**config.mk**
```make
export PLATFORM = sky130hd
export DESIGN_NAME = gstg_exp2_interp
export DESIGN_NICKNAME = d
export VERILOG_FILES = /design/src/design/gstg_pkg.sv /design/src/design/gstg_exp2_interp.sv
export SDC_FILE = /design/constraint.sdc
export NUM_CORES = 1
export LEC_CHECK = 0
export BUFFER_PORTS_ARGS = -buffer_cell sky130_fd_sc_hd__buf_2
export CORE_MARGIN = 5
export CORE_UTILIZATION = 25
export DETAILED_ROUTE_END_ITERATION = 7
export SYNTH_ARGS = -nofsm -noshare
export SYNTH_HDL_FRONTEND = slang
export SYNTH_SLANG_ARGS = --single-unit
```
**constraint.sdc**
```tcl
create_clock -name vclk -period 26.3
set_input_delay 1.315 -clock vclk [all_inputs]
set_output_delay 1.315 -clock vclk [all_outputs]
set_load 0.02 [all_outputs]
```
**src/design/gstg_pkg.sv**
```systemverilog
// Package of the spot texel generator: widths, constants, register codes, table
`timescale 1ns / 1ps

package gstg_pkg;

    localparam int MAX_LOG2_SIZE = 8;

    localparam int ROW_W      = 8;
    localparam int COL_W      = 8;
    localparam int INT_W      = 8;
    localparam int LOG2_W     = 4;
    localparam int FALL_W     = 32;
    localparam int GAIN_W     = 24;
    localparam int CFG_IDX_W  = 2;
    localparam int CFG_DATA_W = 32;

    localparam logic [CFG_IDX_W-1:0] CFG_LOG2_SIZE     = 2'd0;
    localparam logic [CFG_IDX_W-1:0] CFG_FALLOFF_COEFF = 2'd1;
    localparam logic [CFG_IDX_W-1:0] CFG_PEAK_GAIN     = 2'd2;

    localparam logic [LOG2_W-1:0] RST_LOG2_SIZE     = 4'd8;
    localparam logic [FALL_W-1:0] RST_FALLOFF_COEFF = 32'd7888;
    localparam logic [GAIN_W-1:0] RST_PEAK_GAIN     = 24'd3282680;

    localparam int D_W   = (MAX_LOG2_SIZE > ROW_W) ? MAX_LOG2_SIZE : ROW_W;
    localparam int R2_W  = 2 * D_W + 1;
    localparam int ARG_W = R2_W + FALL_W;

    localparam int ARG_FRAC_W = 24;
    localparam int ARG_KEEP_W = ARG_FRAC_W + 5;

    localparam int                LOG2E_W   = 31;
    localparam logic [LOG2E_W-1:0] LOG2E_Q30 = 31'd1549082005;
    localparam int                T_SHIFT   = 30;
    localparam int                T_W       = ARG_KEEP_W + LOG2E_W - T_SHIFT;
    localparam int                K_W       = T_W - ARG_FRAC_W;

    localparam int IDX_W  = 4;
    localparam int REM_W  = ARG_FRAC_W - IDX_W;
    localparam int M_W    = 17;
    localparam int DIFF_W = 12;

    localparam int P_W = M_W + GAIN_W;
    localparam int G_W = 36;

    localparam int             Q_W       = 15;
    localparam logic [Q_W-1:0] SCALE_NUM = 15'd25599;
    localparam logic [Q_W-1:0] RECIP_100 = 15'd20972;
    localparam int             RECIP_SH  = 21;

    localparam int NSTG = 8;

    typedef struct packed {
        logic [M_W-1:0] m;
        logic [K_W-1:0] k;
    } t_exp2_res;

    function automatic logic [M_W-1:0] exp2_frac(input logic [IDX_W:0] idx);
        logic [M_W-1:0] v;
        case (idx)
            5'd0:    v = 17'd65536;
            5'd1:    v = 17'd62757;
            5'd2:    v = 17'd60097;
            5'd3:    v = 17'd57549;
            5'd4:    v = 17'd55109;
            5'd5:    v = 17'd52773;
            5'd6:    v = 17'd50535;
            5'd7:    v = 17'd48393;
            5'd8:    v = 17'd46341;
            5'd9:    v = 17'd44376;
            5'd10:   v = 17'd42495;
            5'd11:   v = 17'd40693;
            5'd12:   v = 17'd38968;
            5'd13:   v = 17'd37316;
            5'd14:   v = 17'd35734;
            5'd15:   v = 17'd34219;
            default: v = 17'd32768;
        endcase
        return v;
    endfunction

endpackage

```
**src/design/gstg_exp2_interp.sv**
```systemverilog
// Fractional power-of-two lookup with linear interpolation between table entries
`timescale 1ns / 1ps

module gstg_exp2_interp
    import gstg_pkg::*;
(
    input  logic [T_W-1:0] i_t,
    output t_exp2_res      o_res
);

    logic [IDX_W-1:0]        w_idx;
    logic [REM_W-1:0]        w_rem;
    logic [M_W-1:0]          w_hi;
    logic [M_W-1:0]          w_lo;
    logic [M_W-1:0]          w_diff;
    logic [DIFF_W+REM_W-1:0] w_prod;

    assign w_idx  = i_t[ARG_FRAC_W-1:REM_W];
    assign w_rem  = i_t[REM_W-1:0];
    assign w_hi   = exp2_frac({1'b0, w_idx});
    assign w_lo   = exp2_frac({1'b0, w_idx} + 5'd1);
    assign w_diff = w_hi - w_lo;
    assign w_prod = w_diff[DIFF_W-1:0] * w_rem;

    assign o_res.m = w_hi - M_W'(w_prod[DIFF_W+REM_W-1:REM_W]);
    assign o_res.k = i_t[T_W-1:ARG_FRAC_W];

endmodule

```
# ---- Word level (Yosys, flattened, before mapping)
# Memories as Yosys holds them, arrays and structs flattened.
# Cells that the tools add are included.
dict set report totals {
  mem_count 2
  register_bits 0
  romBits 544
}
# memory words word_bits rd rd_ports_with_merged_regs write_ports line
set memory_table {}
lappend memory_table {{(name not given)} 16 17 1 0 0 gstg_pkg.sv:60} ;# case (idx)
lappend memory_table {{(name not given)} 16 17 1 0 0 gstg_pkg.sv:60}
dict set report op_classes {
  add_sub_neg 3
  n_mux 1
  n_mul 1
}
# operator n
set op_table {}
lappend op_table {{multiplier 12 x 20 -> 32 bit} 1}
lappend op_table {{subtractor 17 x 12 -> 17 bit} 1}
lappend op_table {{2-to-1 mux 12 bit} 1}
lappend op_table {{subtractor 12 bit} 1}
lappend op_table {{adder 4 x 1 -> 5 bit (second input constant)} 1}

# ---- Logic depth before layout (Yosys ltp)
# Gate-level depths: netlist of the first run.
# An unclocked memory read counts as a cell.
dict set report depth {
  ltp_word 6
  mapped_depth 44
  ltp_nobuf 42
}

# ---- Least setup slack after synthesis of the first run
# Ideal clock, no wire load.
dict set report synth_timing {
  path_kind {in2out}
  start {input port i_t[22]}
  end {output port o_res[22] (netlist bit)}
  n_path_buf 3
  arrival_time_ns 10.305
  path_stages 42
  t_required_ns 24.985
  setup_slack_ns 14.680
  path_cell_list {buf_2 -> clkinv_1 -> ha_1 -> clkbuf_1 -> mux2i_1 -> nand2_1 -> o21ai_0 -> and2_1 -> ha_1 -> fa_1 -> nor2b_1 -> o21ai_0 -> a21boi_0 -> o21a_1 -> nor2_1 -> xnor2_1 -> clkbuf_1 -> nand2_1 -> [6 not listed] -> fa_1 -> inv_1 -> ha_1 -> o211ai_1 -> nand4_1 -> a41o_1 -> o21ai_0 -> nand2_1 -> a21oi_1 -> xor2_1 -> ha_1 -> nor2b_1 -> o31a_1 -> o2111ai_1 -> a31oi_1 -> nor3b_1 -> xnor2_1 -> nor3_1}
}
# item line
set synth_rtl {}
lappend synth_rtl {{from (decl)} gstg_exp2_interp.sv:7} ;# input logic [T_W-1:0] i_t,
lappend synth_rtl {{to (decl)} gstg_exp2_interp.sv:8} ;# output t_exp2_res o_res

==> results of run 1 <==
## layout make-up
| type | count | area (um2) |
|---|---|---|
| inverters | 238 | 893 |
| multi-input cells | 832 | 8020 |
| fillers | 3996 | 26700 |
| well taps | 468 | 586 |
| repair buffers | 50 | 273 |
## metrics by stage
stage / hold slack (ns) / std cells / util
floorplan: 2.74 / 1132 / -
global placement: 2.63 / 1588 / 0.268
detailed placement: 2.63 / 1588 / 0.268
CTS: 2.63 / 1588 / 0.268
global route: 2.63 / 1588 / 0.268
finish: 2.63 / 1588 / 0.268
## metal layers
metal / track usage / up-vias
met5: 0 / -
met4: 0.00952 / 0
met3: 0.00516 / 16
met2: 0.204 / 151
met1: 0.157 / 3698
li1: - / 3449
## logic make-up after synthesis
logic type               count (synthesis)
buffers and inverters                  300
adder cells (fa/ha/maj)                282
AND/OR/NAND/NOR                        365
AO/OA/AOI/OAI                          144
multiplexers                             5
XOR/XNOR                                36
## path summary, 6_finish.rpt
path | endpoint | cells after the start
setup / recovery | o_res[21] | 40
hold / removal | o_res[0] | 0
## cell usage in the layout (no fill, tap or decap), drive strengths merged, types with 3 or more instances in the layout
master / count
a21boi: 3
nand3: 15
or2: 3
xor2: 14
buf: 50
o211ai: 12
and2: 72
nand2: 175
o31ai: 3
nand2b: 41
o311ai: 3
a31oi: 8
nor2b: 9
o21a: 6
a211o: 5
fa: 181
a21o: 16
ha: 101
a21oi: 27
nand3b: 3
inv: 237
nor3: 7
and3: 8
o31a: 3
nor2: 25
o21ai: 37
xnor2: 22
==> impl_metrics.toml, run 1 <==
[synthesis]
synthTopCellsByArea = "fa_1 (40%), ha_1 (14%), inv_1 (9.7%)"
synth_cell_types = 60
synth_top_area_frac = 0.395
synth_top_family_by_area = "adder cells"
synth_nets = 1444
yosysSeqAreaShare = 0
syn_avg_cell_area_um2 = 8.10
synthXorXnorAreaFrac = 0.0344
post-synth-top-count-cell = "inv_1"
synth_commonest_cells = "inv_1 (236), fa_1 (181), nand2_1 (174), ha_1 (101), and2_1 (72)"
synth_warnings = 0
syn_inst = 1132
synthMuxAreaShare = 0.00709
synth_top_cell_by_area = "fa_1"
netlist_area_um2 = 9170
synthSimpleGateAreaFrac = 0.193
synth_compound_area_frac = 0.106
synth_fa_ha_area_frac = 0.533

[floorplan]
die_area_um2 = 40600
die_h_um = 202
fp-row-count = 70
core_um2 = 36400
start_util = 0.252
ios = 53
die_w_um = 202

[global_routing]
grt_max_degree = 34
antenna_found_initial = 0
grtUsageTotal = 0.113
grt_pass1_wl_mm = 38.9
grt_remaining_overflow = 0
grt_pass1_vias = 7516

[drt]
dr.pass1.iters = 5
routed-via-count = 7314
remaining_drc_errors = 0
drt-total-wl_mm = 22.8
wl_per_cell_um = 14.4
drt_iter0_drc = 403
viasPerCell = 4.61
routed-wl-met3_um = 973
ant_nets = 0
topRoutingLayerUsed = "met4"
met2WireLength_mm = 11.5
wl_met1_mm = 10.1

[min_path]
min_path_type = "in2out"
hp-start = "i_t[24]"

[critical_path]
crit_buf_inv = 5
slowest_stage = "ha_1"
crit_path_start_kind = "input pin"
cp-end-kind = "primary output"
crit_start = "i_t[20]"
critical-path-top-delay-family = "adder cells"
cp_common_cell = "fa_1"
critical_path_class = "in2out"
cp_max_fo = 21
slowest_delay_ns = 0.71
required_ns = 24.99
crit_arrival_ns = 12.04

[sta]
finalWorstSetupSlack_ns = 12.94
hold_violations = 0
worstMarginPinSlew_ns = 1.08
setup_tns_ns = 0
rsz0062_at_grt = "no"
slew_headroom = 0.275
setup_viol = 0
fin_crit_sh = 0.508
max_freq_ghz = 0.0749
fin_crit_ns = 13.36
slew_viol_final = 0

[finish]
nNetsFinal = 1434
n_antenna_cell = 0
register_area_um2 = 0
clock_buffers = 0
area_delta_synth_final_pct = 6.58
design.seq.count = 0
final_cell_area_um2 = 9770
drive_above_1_share = 0.0571

[place]
gp_congestion = 0.830
dpl_cell_area_um2 = 9770
port_buffers = 41
place_worst_setup_slack_ns = 12.96
dpl.hpwl_mm = 18.6

[flow_run]
maxCapViolations = 0

[clock_tree]
postCtsHoldBufs = 0
cts_setup_buffers = 0
ctsResizeCount = 0

[status]
status = "complete, no violations"
Power of run 1 is not shown: default switching activity piles up to over one toggle a cycle in this logic, so the estimate is an artifact.
==> run 2, diff against run 1 <==
Clock period 26.3 ns to 13.3 ns, I/O delays scaled along.
==> run 2 against run 1 <==
- worst hold slack got worse by 1.3 ns
- die area stayed put
- final cell count stayed put
- wire length is 3.0% higher
- first-iteration DRC count down 6.5%
- clock-buffer cell count stayed put
- sequential share of layout area unchanged
- critical path type unchanged
- highest routed layer unchanged
==> impl_metrics.toml, run 2 (synthesized netlist as in run 1, its figures left out) <==
[clock_tree]
postCtsHoldBufs = 0
cts_setup_buffers = 0
ctsResizeCount = 0

[drt]
viasPerCell = 4.58
dr.pass1.iters = 7
drt_iter0_drc = 377
remaining_drc_errors = 0
wl_per_cell_um = 14.8
drt-total-wl_mm = 23.5
routed-via-count = 7277
ant_nets = 0

[floorplan]
fp-row-count = 70
die_h_um = 202
die_w_um = 202
start_util = 0.252
core_um2 = 36400
ios = 53
die_area_um2 = 40600

[place]
gp_congestion = 0.849
dpl.hpwl_mm = 19.2
port_buffers = 41

[critical_path]
required_ns = 12.64
cp-end-kind = "primary output"
slowest_delay_ns = 0.70
crit_arrival_ns = 11.40
slowest_stage = "ha_1"
crit_path_start_kind = "input pin"
cp_max_fo = 21
critical_path_class = "in2out"
cp_common_cell = "fa_1"

[finish]
nNetsFinal = 1434
layout_commonest_cell = "inv_1"
n_antenna_cell = 0
clock_buffers = 0
most-common-layout-cells = "inv_1 (236), fa_1 (181), nand2_1 (174), ha_1 (101), and2_1 (72)"
register_area_um2 = 0
design.seq.count = 0
area_delta_synth_final_pct = 6.58
drive_above_1_share = 0.0571

[min_path]
whs_path_depth = 0
min_path_type = "in2out"
hp-start = "i_t[24]"
whs_endpoint = "o_res[0]"

[sta]
hold_ws_ns = 1.33
setup_viol = 0
slew_headroom = 0.290
fin_crit_sh = 0.907
setup_tns_ns = 0
worstMarginPinSlew_ns = 1.06
rsz0062_at_grt = "no"
max_freq_ghz = 0.0829
hold_violations = 0
fin_crit_ns = 12.06
slew_viol_final = 0

[global_routing]
grt_remaining_overflow = 0
grt_pass1_vias = 7496
grt_max_degree = 34
grt_pass1_wl_mm = 38.7
grtUsageTotal = 0.114
antenna_found_initial = 1

[status]
status = "complete, no violations"

[flow_run]
maxCapViolations = 0
run 2: cell counts in the layout (fill, tap and decap cells not counted):
Identical to the previous run, type by type.
run 2: worst max path at each step:
stage | from | endpoint | slack, ns
after global placement | i_t[20] | o_res[21] | 1.37
after detailed placement | i_t[20] | o_res[21] | 1.30
after CTS | i_t[20] | o_res[21] | 1.27
after global routing | i_t[22] | o_res[22] | 0.33
after floorplan | i_t[22] | o_res[22] | 2.98
final | i_t[20] | o_res[21] | 1.24
run 2: area by class of cell:
type,count,area (um2)
Fill cell,3976,26700
Inverter,238,893
Multi-Input combinational cell,832,8020
Tap cell,468,586
Timing Repair Buffer,50,273
run 2: per-stage QoR:
stage	cell area [um2]	std cells	util	setup slack (ns)
after floorplan	9170	1132	-	2.98
after global placement	9770	1588	0.268	1.37
after detailed placement	9770	1588	0.268	1.30
after CTS	9770	1588	0.268	1.27
after global routing	9770	1588	0.268	0.331
final	9770	1588	0.268	1.24
run 2: critical path, delay by kind of cell:
| family | cells | cell delay (ns) |
|---|---|---|
| fa+ha+maj | 11 | 4.94 |
| xor+xnor | 2 | 0.80 |
| mux | 1 | 0.14 |
| simple gates | 12 | 1.90 |
| buf+inv | 7 | 1.10 |
| compound gates | 9 | 1.80 |
run 2: layer usage:
layer  GRT usage  vias to the layer above  wire [um]
met5           0                        -          0
met3     0.00467                       20        721
met4      0.0107                        0        260
met2       0.208                      130      11800
met1       0.156                     3674      10700
li1            -                     3453          -
Power of run 2 is left out for the same reason.
